`src/design/signed_decimal_formatter_macros.svh`:
```
// Assertion macros shared by the signed decimal formatter.
`ifndef SIGNED_DECIMAL_FORMATTER_MACROS_SVH
`define SIGNED_DECIMAL_FORMATTER_MACROS_SVH

// Same-cycle implication, checked outside reset.
`define SDF_ASSERT_NOW(label, ante, cons, msg) \
   label: assert property (@(posedge clock) disable iff (reset) (ante) |-> (cons)) \
      else $error(msg);

// Next-cycle implication, checked outside reset.
`define SDF_ASSERT_NEXT(label, ante, cons, msg) \
   label: assert property (@(posedge clock) disable iff (reset) (ante) |=> (cons)) \
      else $error(msg);

`endif

```
`src/design/sdf_pkg.sv`:
```
// Types, constants and microcode encodings of the signed decimal formatter.
package sdf_pkg;

   localparam int MAX_WIDTH   = 32;
   localparam int DIGIT_SLOTS = 11;
   localparam int CNT_W       = $clog2(DIGIT_SLOTS + 1);
   localparam int UPC_W       = 3;

   localparam logic [31:0] RECIP       = 32'hCCCC_CCCD;
   localparam int          RECIP_SHIFT = 35;
   localparam logic [7:0]  CHAR_ZERO   = 8'h30;
   localparam logic [7:0]  CHAR_MINUS  = 8'h2D;
   localparam logic [7:0]  CHAR_NINE   = 8'h39;

   typedef struct packed {
      logic signed [31:0] value;
      logic [5:0]         min_width;
      logic [7:0]         pad_char;
   } req_type;

   typedef struct packed {
      logic [7:0] char_out;
      logic       last;
   } rsp_type;

   // Microcode step addresses
   localparam logic [UPC_W-1:0] STEP_IDLE     = 3'd0;
   localparam logic [UPC_W-1:0] STEP_MUL      = 3'd1;
   localparam logic [UPC_W-1:0] STEP_DIGIT    = 3'd2;
   localparam logic [UPC_W-1:0] STEP_SIGN     = 3'd3;
   localparam logic [UPC_W-1:0] STEP_PADS     = 3'd4;
   localparam logic [UPC_W-1:0] STEP_EMIT_PAD = 3'd5;
   localparam logic [UPC_W-1:0] STEP_EMIT_TXT = 3'd6;

   typedef enum logic [1:0] {
      WAIT_NONE,
      WAIT_REQ,
      WAIT_SLOT
   } wait_type;

   typedef enum logic [2:0] {
      ACT_LOAD,
      ACT_MUL,
      ACT_DIGIT,
      ACT_SIGN,
      ACT_PADS,
      ACT_OUT_PAD,
      ACT_OUT_TXT
   } act_type;

   typedef enum logic [2:0] {
      COND_NEVER,
      COND_Q_NZ,
      COND_NO_PAD,
      COND_PAD_MORE,
      COND_TXT_MORE
   } cond_type;

   typedef struct packed {
      wait_type         waits;
      act_type          act;
      cond_type         cond;
      logic [UPC_W-1:0] tgt;
      logic [UPC_W-1:0] nxt;
   } uword_type;

   typedef struct packed {
      act_type act;
      logic    go;
   } ctrl_type;

   typedef struct packed {
      logic slot_free;
      logic q_nz;
      logic no_pad;
      logic pad_more;
      logic txt_more;
   } stat_type;

endpackage

```
`src/design/sdf_ucode_rom.sv`:
```
// Microcode table: one control word per step.
module sdf_ucode_rom (
   input  logic [sdf_pkg::UPC_W-1:0] upc,
   output sdf_pkg::uword_type        uword
);

   always_comb begin
      unique case (upc)
         sdf_pkg::STEP_IDLE: begin
            uword = '{sdf_pkg::WAIT_REQ, sdf_pkg::ACT_LOAD, sdf_pkg::COND_NEVER,
                      sdf_pkg::STEP_IDLE, sdf_pkg::STEP_MUL};
         end
         sdf_pkg::STEP_MUL: begin
            uword = '{sdf_pkg::WAIT_NONE, sdf_pkg::ACT_MUL, sdf_pkg::COND_NEVER,
                      sdf_pkg::STEP_MUL, sdf_pkg::STEP_DIGIT};
         end
         sdf_pkg::STEP_DIGIT: begin
            uword = '{sdf_pkg::WAIT_NONE, sdf_pkg::ACT_DIGIT, sdf_pkg::COND_Q_NZ,
                      sdf_pkg::STEP_MUL, sdf_pkg::STEP_SIGN};
         end
         sdf_pkg::STEP_SIGN: begin
            uword = '{sdf_pkg::WAIT_NONE, sdf_pkg::ACT_SIGN, sdf_pkg::COND_NEVER,
                      sdf_pkg::STEP_SIGN, sdf_pkg::STEP_PADS};
         end
         sdf_pkg::STEP_PADS: begin
            uword = '{sdf_pkg::WAIT_NONE, sdf_pkg::ACT_PADS, sdf_pkg::COND_NO_PAD,
                      sdf_pkg::STEP_EMIT_TXT, sdf_pkg::STEP_EMIT_PAD};
         end
         sdf_pkg::STEP_EMIT_PAD: begin
            uword = '{sdf_pkg::WAIT_SLOT, sdf_pkg::ACT_OUT_PAD, sdf_pkg::COND_PAD_MORE,
                      sdf_pkg::STEP_EMIT_PAD, sdf_pkg::STEP_EMIT_TXT};
         end
         sdf_pkg::STEP_EMIT_TXT: begin
            uword = '{sdf_pkg::WAIT_SLOT, sdf_pkg::ACT_OUT_TXT, sdf_pkg::COND_TXT_MORE,
                      sdf_pkg::STEP_EMIT_TXT, sdf_pkg::STEP_IDLE};
         end
         default: begin
            uword = '{sdf_pkg::WAIT_NONE, sdf_pkg::ACT_LOAD, sdf_pkg::COND_NEVER,
                      sdf_pkg::STEP_IDLE, sdf_pkg::STEP_IDLE};
         end
      endcase
   end

endmodule

```
`src/design/sdf_sequencer.sv`:
```
// Step counter, wait handling and conditional jumps over the microcode table.
module sdf_sequencer (
   input  logic                clock,
   input  logic                reset,
   input  logic                req_valid,
   input  sdf_pkg::stat_type   stat,
   output logic                req_ready,
   output sdf_pkg::ctrl_type   ctrl
);

   logic [sdf_pkg::UPC_W-1:0] upc_ff;
   logic [sdf_pkg::UPC_W-1:0] upc_in;
   sdf_pkg::uword_type        uword;
   logic                      go;
   logic                      taken;

   sdf_ucode_rom u_rom (
      .upc   (upc_ff),
      .uword (uword)
   );

   always_comb begin
      unique case (uword.waits)
         sdf_pkg::WAIT_REQ:  go = req_valid;
         sdf_pkg::WAIT_SLOT: go = stat.slot_free;
         default:            go = 1'b1;
      endcase

      unique case (uword.cond)
         sdf_pkg::COND_Q_NZ:     taken = stat.q_nz;
         sdf_pkg::COND_NO_PAD:   taken = stat.no_pad;
         sdf_pkg::COND_PAD_MORE: taken = stat.pad_more;
         sdf_pkg::COND_TXT_MORE: taken = stat.txt_more;
         default:                taken = 1'b0;
      endcase

      // a waiting step holds until its event arrives
      if (!go) begin
         upc_in = upc_ff;
      end else if (taken) begin
         upc_in = uword.tgt;
      end else begin
         upc_in = uword.nxt;
      end
   end

   assign req_ready = (uword.waits == sdf_pkg::WAIT_REQ);
   assign ctrl      = '{uword.act, go};

   always_ff @(posedge clock) begin
      if (reset) begin
         upc_ff <= sdf_pkg::STEP_IDLE;
      end else begin
         upc_ff <= upc_in;
      end
   end

endmodule

```
`src/design/sdf_datapath.sv`:
```
// Magnitude, divide-by-ten, text buffer, pad counter and output register.
module sdf_datapath (
   input  logic                clock,
   input  logic                reset,
   input  sdf_pkg::ctrl_type   ctrl,
   input  sdf_pkg::req_type    req_data,
   input  logic                rsp_ready,
   output logic                rsp_valid,
   output sdf_pkg::rsp_type    rsp_data,
   output sdf_pkg::stat_type   stat
);

   logic [31:0]               mag_ff;
   logic [31:0]               mag_in;
   logic                      neg_ff;
   logic                      neg_in;
   logic [5:0]                width_ff;
   logic [5:0]                width_in;
   logic [sdf_pkg::CNT_W-1:0] cnt_ff;
   logic [sdf_pkg::CNT_W-1:0] cnt_in;
   logic [63:0]               prod_ff;
   logic [63:0]               prod_in;
   logic [5:0]                pad_ff;
   logic [5:0]                pad_in;
   logic [7:0]                padch_ff;
   logic [7:0]                padch_in;
   logic [7:0]                text_ff [sdf_pkg::DIGIT_SLOTS];
   logic                      text_we;
   logic [7:0]                text_wd;
   logic                      rsp_valid_ff;
   logic                      rsp_valid_in;
   sdf_pkg::rsp_type          rsp_ff;
   sdf_pkg::rsp_type          rsp_in;

   logic [31:0]               quot;
   logic [31:0]               quot10;
   logic [31:0]               remd;
   logic [5:0]                cnt_ext;
   logic                      slot_free;
   logic [sdf_pkg::CNT_W-1:0] rd_idx;

   // mag / 10 = (mag * 0xCCCCCCCD) >> 35, exact over 32 bits
   assign quot    = 32'(prod_ff[63:sdf_pkg::RECIP_SHIFT]);
   assign quot10  = (quot << 3) + (quot << 1);
   assign remd    = mag_ff - quot10;
   assign cnt_ext = 6'(cnt_ff);
   assign rd_idx  = cnt_ff - sdf_pkg::CNT_W'(1);

   assign slot_free = !rsp_valid_ff || rsp_ready;

   assign stat.slot_free = slot_free;
   assign stat.q_nz      = (quot != 32'd0);
   assign stat.no_pad    = (width_ff <= cnt_ext);
   assign stat.pad_more  = (pad_ff != 6'd1);
   assign stat.txt_more  = (cnt_ff != sdf_pkg::CNT_W'(1));

   always_comb begin
      mag_in       = mag_ff;
      neg_in       = neg_ff;
      width_in     = width_ff;
      cnt_in       = cnt_ff;
      prod_in      = prod_ff;
      pad_in       = pad_ff;
      padch_in     = padch_ff;
      text_we      = 1'b0;
      text_wd      = sdf_pkg::CHAR_MINUS;
      rsp_in       = rsp_ff;
      rsp_valid_in = rsp_valid_ff && !rsp_ready;

      if (ctrl.go) begin
         unique case (ctrl.act)
            sdf_pkg::ACT_LOAD: begin
               neg_in   = req_data.value[31];
               mag_in   = req_data.value[31] ? (32'd0 - req_data.value) : req_data.value;
               width_in = (req_data.min_width > 6'(sdf_pkg::MAX_WIDTH)) ?
                          6'(sdf_pkg::MAX_WIDTH) : req_data.min_width;
               padch_in = req_data.pad_char;
               cnt_in   = '0;
            end
            sdf_pkg::ACT_MUL: begin
               prod_in = 64'(mag_ff) * 64'(sdf_pkg::RECIP);
            end
            sdf_pkg::ACT_DIGIT: begin
               text_we = 1'b1;
               text_wd = sdf_pkg::CHAR_ZERO + {4'd0, remd[3:0]};
               mag_in  = quot;
               cnt_in  = cnt_ff + sdf_pkg::CNT_W'(1);
            end
            sdf_pkg::ACT_SIGN: begin
               if (neg_ff) begin
                  text_we = 1'b1;
                  text_wd = sdf_pkg::CHAR_MINUS;
                  cnt_in  = cnt_ff + sdf_pkg::CNT_W'(1);
               end
            end
            sdf_pkg::ACT_PADS: begin
               pad_in = (width_ff > cnt_ext) ? (width_ff - cnt_ext) : 6'd0;
            end
            sdf_pkg::ACT_OUT_PAD: begin
               // text always follows, so a pad is never last
               rsp_in       = '{padch_ff, 1'b0};
               rsp_valid_in = 1'b1;
               pad_in       = pad_ff - 6'd1;
            end
            sdf_pkg::ACT_OUT_TXT: begin
               rsp_in       = '{text_ff[rd_idx], cnt_ff == sdf_pkg::CNT_W'(1)};
               rsp_valid_in = 1'b1;
               cnt_in       = rd_idx;
            end
            default: begin
               rsp_valid_in = rsp_valid_ff && !rsp_ready;
            end
         endcase
      end
   end

   always_ff @(posedge clock) begin
      if (reset) begin
         rsp_valid_ff <= 1'b0;
      end else begin
         rsp_valid_ff <= rsp_valid_in;
      end
   end

   always_ff @(posedge clock) begin
      mag_ff   <= mag_in;
      neg_ff   <= neg_in;
      width_ff <= width_in;
      cnt_ff   <= cnt_in;
      prod_ff  <= prod_in;
      pad_ff   <= pad_in;
      padch_ff <= padch_in;
      rsp_ff   <= rsp_in;
      if (text_we) begin
         text_ff[cnt_ff] <= text_wd;
      end
   end

   assign rsp_valid = rsp_valid_ff;
   assign rsp_data  = rsp_ff;

endmodule

```
`src/design/signed_decimal_formatter.sv`:
```
// Top level of the signed decimal formatter: sequencer plus datapath.
//
//   channel  direction  handshake               payload
//   req      in         req_valid / req_ready   req_data  (value, min_width, pad_char)
//   rsp      out        rsp_valid / rsp_ready   rsp_data  (char_out, last)
//
// The digit loop shares one 32x32 reciprocal multiplier over two steps per digit;
// the output emits one char a cycle while the output slot is free (not stalled).
// Synchronous reset clears the step counter and the output valid.
// A stalled output holds the sequencer in its emit step; the last char may still
// wait in the output register while the next item is accepted.
`include "signed_decimal_formatter_macros.svh"

module signed_decimal_formatter (
   input  logic              clock,
   input  logic              reset,
   input  logic              req_valid,
   output logic              req_ready,
   input  sdf_pkg::req_type  req_data,
   output logic              rsp_valid,
   input  logic              rsp_ready,
   output sdf_pkg::rsp_type  rsp_data
);

   sdf_pkg::ctrl_type ctrl;
   sdf_pkg::stat_type stat;

   sdf_sequencer u_seq (
      .clock     (clock),
      .reset     (reset),
      .req_valid (req_valid),
      .stat      (stat),
      .req_ready (req_ready),
      .ctrl      (ctrl)
   );

   sdf_datapath u_dp (
      .clock     (clock),
      .reset     (reset),
      .ctrl      (ctrl),
      .req_data  (req_data),
      .rsp_ready (rsp_ready),
      .rsp_valid (rsp_valid),
      .rsp_data  (rsp_data),
      .stat      (stat)
   );

   `SDF_ASSERT_NEXT(a_accept_then_mul, req_valid && req_ready, ctrl.act == sdf_pkg::ACT_MUL, "accepted item did not start the divide loop")
   `SDF_ASSERT_NOW(a_last_is_digit, rsp_valid && rsp_data.last, rsp_data.char_out >= sdf_pkg::CHAR_ZERO && rsp_data.char_out <= sdf_pkg::CHAR_NINE, "final char is not a digit")
   `SDF_ASSERT_NOW(a_emit_needs_slot, ctrl.go && (ctrl.act == sdf_pkg::ACT_OUT_PAD || ctrl.act == sdf_pkg::ACT_OUT_TXT), stat.slot_free, "char emitted over an untaken item")

endmodule

```
`config.mk`:
```
export PLATFORM = sky130hd
export DESIGN_NAME = signed_decimal_formatter
export DESIGN_NICKNAME = d
export VERILOG_FILES = /design/src/design/sdf_pkg.sv /design/src/design/sdf_ucode_rom.sv /design/src/design/sdf_sequencer.sv /design/src/design/sdf_datapath.sv /design/src/design/signed_decimal_formatter.sv
export VERILOG_INCLUDE_DIRS = /design/src /design/src/design
export SDC_FILE = /design/constraint.sdc
export NUM_CORES = 1
export LEC_CHECK = 0
export BUFFER_PORTS_ARGS = -buffer_cell sky130_fd_sc_hd__buf_4
export CAP_MARGIN = 20
export CORE_MARGIN = 1.5
export CORE_UTILIZATION = 55
export CTS_CLUSTER_DIAMETER = 80
export DETAILED_ROUTE_END_ITERATION = 10
export PLACE_DENSITY = 0.83
export REMOVE_ABC_BUFFERS = 1
export SLEW_MARGIN = 20
export SYNTH_ARGS = -nofsm -noshare
export SYNTH_HDL_FRONTEND = slang
export SYNTH_SLANG_ARGS = --single-unit
```
`constraint.sdc`:
```
create_clock -name clock -period 10.6 [get_ports clock]
set_input_delay 0 -clock clock [delete_from_list [all_inputs] [get_ports clock]]
set_output_delay 0 -clock clock [all_outputs]
set_load 0.005 [all_outputs]
```
==> results of run 1 <==
logic make-up after synthesis:
| family | count (synthesis) | synth area share |
|---|---|---|
| adders and majority gates | 751 | 0.515 |
| buffers and inverters | 595 | 0.0936 |
| and+or+nand+nor | 315 | 0.0646 |
| AOI/OAI and AO/OA | 293 | 0.0765 |
| DFF | 154 | 0.192 |
| xor gates and xnor gates | 117 | 0.0429 |
| muxes | 24 | 0.0153 |
flip-flops by register name, summed over array words and instances, names as in the netlist, named ones only:
signal / flops
u_dp.mag_ff: 32
u_dp.prod_ff: 29
u_dp.rsp_data: 9
u_dp.rsp_valid: 1
u_dp.text_ff: 55
u_seq.upc_ff: 2
u_dp.cnt_ff: 4
u_dp.width_ff: 6
u_dp.pad_ff: 6
u_dp.padch_ff: 8
u_dp.neg_ff: 1
final cells by class:
type,instances,area [um2]
timing repair buffer,98,833
multi-input combinational,1500,17100
fill,3494,17000
antenna,1,2.50
tap,585,732
sequential,154,4580
clock inverter,15,206
clock buffer,17,425
inverter,549,2060
worst max-delay path, stage by stage, from the launching register on:
cell	delay, ns
edfxtp_1	0.52
ha_1	0.64
ha_1	0.40
xor2_1	0.20
ha_1	0.31
inv_1	0.05
fa_1	0.48
inv_1	0.06
fa_1	0.49
inv_1	0.05
fa_1	0.53
inv_1	0.05
fa_1	0.47
inv_1	0.05
fa_1	0.48
inv_1	0.05
ha_1	0.31
nand4_1	0.30
nor2_1	0.15
and3_1	0.24
nor4_1	0.46
o21ai_0	0.44
a31oi_1	0.73
o21ai_1	0.23
a41oi_1	0.29
xnor2_1	0.10
metal layers:
| layer | part of all wire | track usage | routed length (um) | vias up |
|---|---|---|---|---|
| li1 | - | - | - | 7437 |
| met1 | 0.40 | 0.420 | 27500 | 8573 |
| met2 | 0.47 | 0.523 | 32400 | 737 |
| met3 | 0.069 | 0.0500 | 4760 | 175 |
| met4 | 0.057 | 0.162 | 3900 | 0 |
| met5 | 0 | 0 | 0 | - |
cells in the mapped netlist, types with 8 or more instances:
master | instances | area share
a21oi_1 | 81 | 0.017
nor2_1 | 61 | 0.0096
nand2b_1 | 10 | 0.0026
nor3_1 | 13 | 0.0027
mux2i_1 | 14 | 0.0059
or3_1 | 9 | 0.0024
clkbuf_1 | 41 | 0.0064
mux4_2 | 10 | 0.0094
nand2_1 | 108 | 0.017
and2_1 | 12 | 0.0031
nand4_1 | 18 | 0.0047
nor2b_1 | 14 | 0.0037
fa_1 | 387 | 0.32
inv_1 | 549 | 0.086
ha_1 | 364 | 0.19
nand3_1 | 22 | 0.0046
xnor2_1 | 38 | 0.014
edfxtp_1 | 150 | 0.19
a21o_1 | 37 | 0.012
a31oi_1 | 8 | 0.0021
o21ai_0 | 94 | 0.020
o31ai_1 | 12 | 0.0038
xor2_1 | 79 | 0.029
nor4_1 | 19 | 0.0050
and3_1 | 10 | 0.0026
worst min-delay path by stage:
| stage | to | cells after the start | slack (ns) | from |
|---|---|---|---|---|
| final | u_dp.mag_ff[12] | 3 | 0.02 | req_data[26] |
| after global routing | u_dp.neg_ff | 1 | 0.02 | req_data[45] |
| after CTS | u_dp.neg_ff | 1 | 0.004 | req_data[45] |
| after detailed placement | u_dp.padch_ff[7] | 1 | 0.18 | req_data[7] |
| after global placement | u_dp.padch_ff[1] | 1 | 0.18 | req_data[1] |
| after floorplan | flip-flop | 1 | 0.07 | reset |
through the flow:
step / worst slack, ns / util
final: 2.26 / 0.604
after floorplan: 3.83 / -
after global routing: 2.04 / 0.604
after CTS: 2.38 / 0.603
after global placement: 2.48 / 0.581
after detailed placement: 2.37 / 0.581
repair_timing:
action / in CTS / in global routing
hold buffers: 31 / 0
gates resized for setup: 0 / 0
endpoints found under the hold margin: 34 / 0
==> results.toml, run 1 <==
[route]
routedWlPerCell_um = 23.5
drt-total-wl_um = 68500
routed-via-count = 16900
vias_per_cell = 5.80
dr.pass1.iters = 6
drc = 0
drtIter0Drc = 1575
ant_nets = 0

[cts]
htreeDepth = 4
clkTransAtPathRegs_ns = 0.07
cts_tree = "built"
clockBufferDepth = 2
clock_latency_ns = 0.45
cts_setup_buffers = 0
cts_sinks = 154
cts_root_buf = "clkbuf_16"
cts_buffers = 17

[cells_and_area]
drive_gt1_frac = 0.0553
design_area_mm2 = 0.0260
mostFrequentLayoutCells = "inv_1 (549), fa_1 (387), ha_1 (364)"
area_growth_syn_to_layout_pct = 8.68
finalNetCount = 3121
final_common_cell = "inv_1"
finalNonFillerCells = 2919

[critical_path]
crit_arrival_ns = 8.53
critical_path_class = "flip-flop to flip-flop"
start_kind = "flip-flop"
worstSetupEndpointType = "flip-flop"
r2r-end = "u_dp.prod_ff[52]"
worst-endpoint-required_ns = 10.78
r2r-start = "u_dp.mag_ff[13]"
critical_path.max_fanout = 7
reg2reg_slack_ns = 2.26
critPathCapture = "u_dp.prod_ff[52]"
crit_start = "u_dp.mag_ff[13]"
reg2reg_depth = 25

[place]
io_buffer_count = 60
place_area_mm2 = 0.0250
post-dp-hpwl_um = 58400
gp_congestion = 1.03
dp.cells = 2854

[floorplan]
fp.dieW_um = 211
rows = 76
die_area_mm2 = 0.0447
initial_utilization = 0.556
top_level_ports = 61
fp.dieH_um = 211
core_area_mm2 = 0.0430

[grt]
gr-total-overflow = 0
antenna_found_initial = 1
grt_pass1_wl_um = 106000
grt_pass1_vias = 18300
grt_max_degree = 62
grt.total_usage = 0.321

[yosys]
yosysUniqueCellTypes = 59
synth-async-reset-ratio = 0
syn_area_mm2 = 0.0239
ys.flop_type = "edfxtp_1"
synth-edff-count = 150
syn_area_per_cell_um2 = 10.6
yosys_warnings = 0
ys_seq_area_frac = 0.192
ys_ff_latch = 154
syn_inst = 2249

[timing]
hold_viol = 0
hold_ws_ns = 0.0186
tightest_slew_ns = 1.07
clock_skew_ns = 0.0165
slew_violations = 0
relSlewSlack = 0.283
tns_ns = 0
finalSetupViolCount = 0
finalCritPeriodShare = 0.787
rsz0062_at_grt = "false"
fin_crit_ns = 8.34
fmax_mhz = 120

[outcome]
status = "complete, no violations"

[hold_path]
min_path_type = "primary input to flip-flop"

[flow_run]
drv_cap = 0
Power of run 1 is not shown: default switching activity piles up to over one toggle a cycle in this logic, so the estimate is an artifact.
==> run 2, diff against run 1 <==
- ABC_AREA: default -> 1
- PLACE_DENSITY: 0.83 -> 0.82
- clock period: 10.6 -> 8.4 ns (I/O delays scaled with it)
==> run 2 against run 1 <==
Against the previous run: hold slack improved by 0.0068 ns; cell area rose by 8.5%; die area increased by 9.4%; flip-flop and latch count did not move; final cell count rose by 28%.
==> results.toml, run 2 <==
[critical_path]
critical_path.max_fanout = 6
worstSetupEndpointType = "flip-flop"
slowest_delay_ns = 0.62
path_cells = "ha_1, xor2_1, ha_1, o21bai_1, fa_1, inv_1, fa_1, inv_1, fa_1, fa_1, fa_1, fa_1, ha_1, nand2_1, nor2_1, inv_1, nor2_2, inv_1, nor2_1, nand2_1, nand2_1, nand2_1, nand3_1, nand2_1"
crit_arrival_ns = 7.43
cp_slowest_cell = "edfxtp_1"
path_delay_family = "adder cells"
worst-endpoint-required_ns = 8.64
critical_path_class = "flip-flop to flip-flop"
reg2reg_slack_ns = 1.20
crit_start = "u_dp.mag_ff[10]"
start_kind = "flip-flop"
crit_top_cell = "fa_1"
r2r-start = "u_dp.mag_ff[10]"
path_buf_inv = 4

[floorplan]
initial_utilization = 0.559
die_area_mm2 = 0.0489
rows = 79
fp.dieH_um = 221
core_area_mm2 = 0.0468
top_level_ports = 61
fp.dieW_um = 221

[yosys]
yosysUniqueCellTypes = 51
syn_inst = 3023
syn_area_per_cell_um2 = 8.65
ys_top_cells_by_area = "fa_1 (30%), ha_1 (17%), edfxtp_1 (17%)"
synth-async-reset-ratio = 0
ys_seq_area_frac = 0.175
yosys.area.top_type_share = 0.296
yosys_warnings = 0
syn_area_mm2 = 0.0262
synth_most_common_cell = "inv_1"
synth_top_area_cell = "fa_1"
yosys-top-cells-count = "inv_1 (795), nand2_1 (548), fa_1 (387)"
ys.flop_type = "edfxtp_1"
ys_ff_latch = 154
synth-edff-count = 150

[cells_and_area]
mostFrequentLayoutCells = "inv_1 (795), nand2_1 (548), fa_1 (387)"
register_area_mm2 = 0.00458
multiInputGateArea_mm2 = 0.0184
area_growth_syn_to_layout_pct = 7.73
antennaDiodeCount = 0
design_area_mm2 = 0.0282
final_common_cell = "inv_1"
fillCellCount = 3894
largest_register_ffs = 55
drive_gt1_frac = 0.0449
finalNetCount = 3909
regMostFlops = "u_dp.text_ff"
reg_top3 = "u_dp.text_ff x55, u_dp.mag_ff x32, u_dp.prod_ff x29"

[place]
dp_slack_ns = 1.34
post-dp-hpwl_um = 66800
gp_congestion = 1.05
place_area_mm2 = 0.0273
io_buffer_count = 60

[route]
routedWlPerCell_um = 21.0
drt-total-wl_um = 78200
drc = 0
routed-via-count = 20500
vias_per_cell = 5.49
drtIter0Drc = 1968
dr.pass1.iters = 7
ant_nets = 0

[timing]
tns_ns = 0
rsz0062_at_grt = "false"
setup_ws_ns = 1.20
finalCritPeriodShare = 0.857
hold_viol = 0
clock_skew_ns = 0.0128
fmax_mhz = 139
tightest_slew_ns = 0.932
slew_violations = 0
finalSetupViolCount = 0
fin_crit_ns = 7.20
relSlewSlack = 0.372

[grt]
grt_max_degree = 47
grt_pass1_vias = 21300
antenna_found_initial = 0
grt.total_usage = 0.334
grt_pass1_wl_um = 122000
gr-total-overflow = 0

[hold_path]
min_from = "req_data[25]"
min_path_type = "primary input to flip-flop"

[cts]
cts_buffers = 17
cts_setup_buffers = 0
htreeDepth = 4
cts_sinks = 154
cts_tree = "built"
cts_resized = 0
clkTransAtPathRegs_ns = 0.09
clock_latency_ns = 0.48
cts_root_buf = "clkbuf_16"
clockBufferDepth = 2

[flow_run]
drv_cap = 0

[outcome]
status = "complete, no violations"
run 2: cell count changes after synthesis, moves of 12 or more:
cell | before | now
a21o_1 | 37 | 8
a21oi_1 | 81 | 93
clkbuf_1 | 41 | 14
inv_1 | 549 | 795
mux2i_1 | 14 | 0
nand2_1 | 108 | 548
nand3_1 | 22 | 104
nor2_1 | 61 | 209
nor2b_1 | 14 | 0
nor3_1 | 13 | 29
nor4_1 | 19 | 7
o21ai_0 | 94 | 110
xnor2_1 | 38 | 22
xor2_1 | 79 | 55
run 2: metrics by stage:
step / util / cells / hold slack (ns)
after floorplan: - / 2997 / 0.0691
after global placement: 0.584 / 3670 / 0.179
after detailed placement: 0.584 / 3670 / 0.179
after CTS: 0.603 / 3728 / 0.00302
after global routing: 0.603 / 3728 / 0.0197
final: 0.603 / 3728 / 0.0254
run 2: final timing paths:
kind | to | depth (start not counted)
worst min-delay path | u_dp.mag_ff[11] | 4
worst max register to register | u_dp.prod_ff[63] | 24
worst max-delay path | u_dp.prod_ff[63] | 24
worst min register to register | u_dp.rsp_data[8] | 2
run 2: cell families after synthesis:
logic type,count (synthesis),synth area share
buf+inv,827,0.120
xor+xnor,78,0.0264
flops,154,0.175
compound gates,261,0.0559
fa+ha+maj,751,0.470
simple gates,952,0.152
run 2: cell type report:
cell class                      instances  area share
Tap cell                              607      0.0270
Timing Repair Buffer                   92      0.0268
Clock inverter                         15     0.00684
Clock buffer                           17      0.0151
Multi-Input combinational cell       2042       0.655
Sequential cell                       154       0.163
Inverter                              801       0.107
run 2: tightest hold or removal path: cells and delay by family:
family | cells | cell delay (ns)
compound gates | 1 | 0.10
buf+inv | 1 | 0.10
simple gates | 2 | 0.18
run 2: what timing repair did:
item | 4_1_cts | 5_1_grt
endpoints found under the hold margin | 26 | 0
hold buffers | 26 | 0
setup endpoints to repair | 0 | 0
run 2: layer usage:
metal	share of wire	vias up	GRT usage
met4	0.082	0	0.230
met5	0	-	0
li1	-	9481	-
met3	0.070	242	0.0501
met1	0.39	9822	0.419
met2	0.46	922	0.537
Power of run 2 is left out for the same reason.
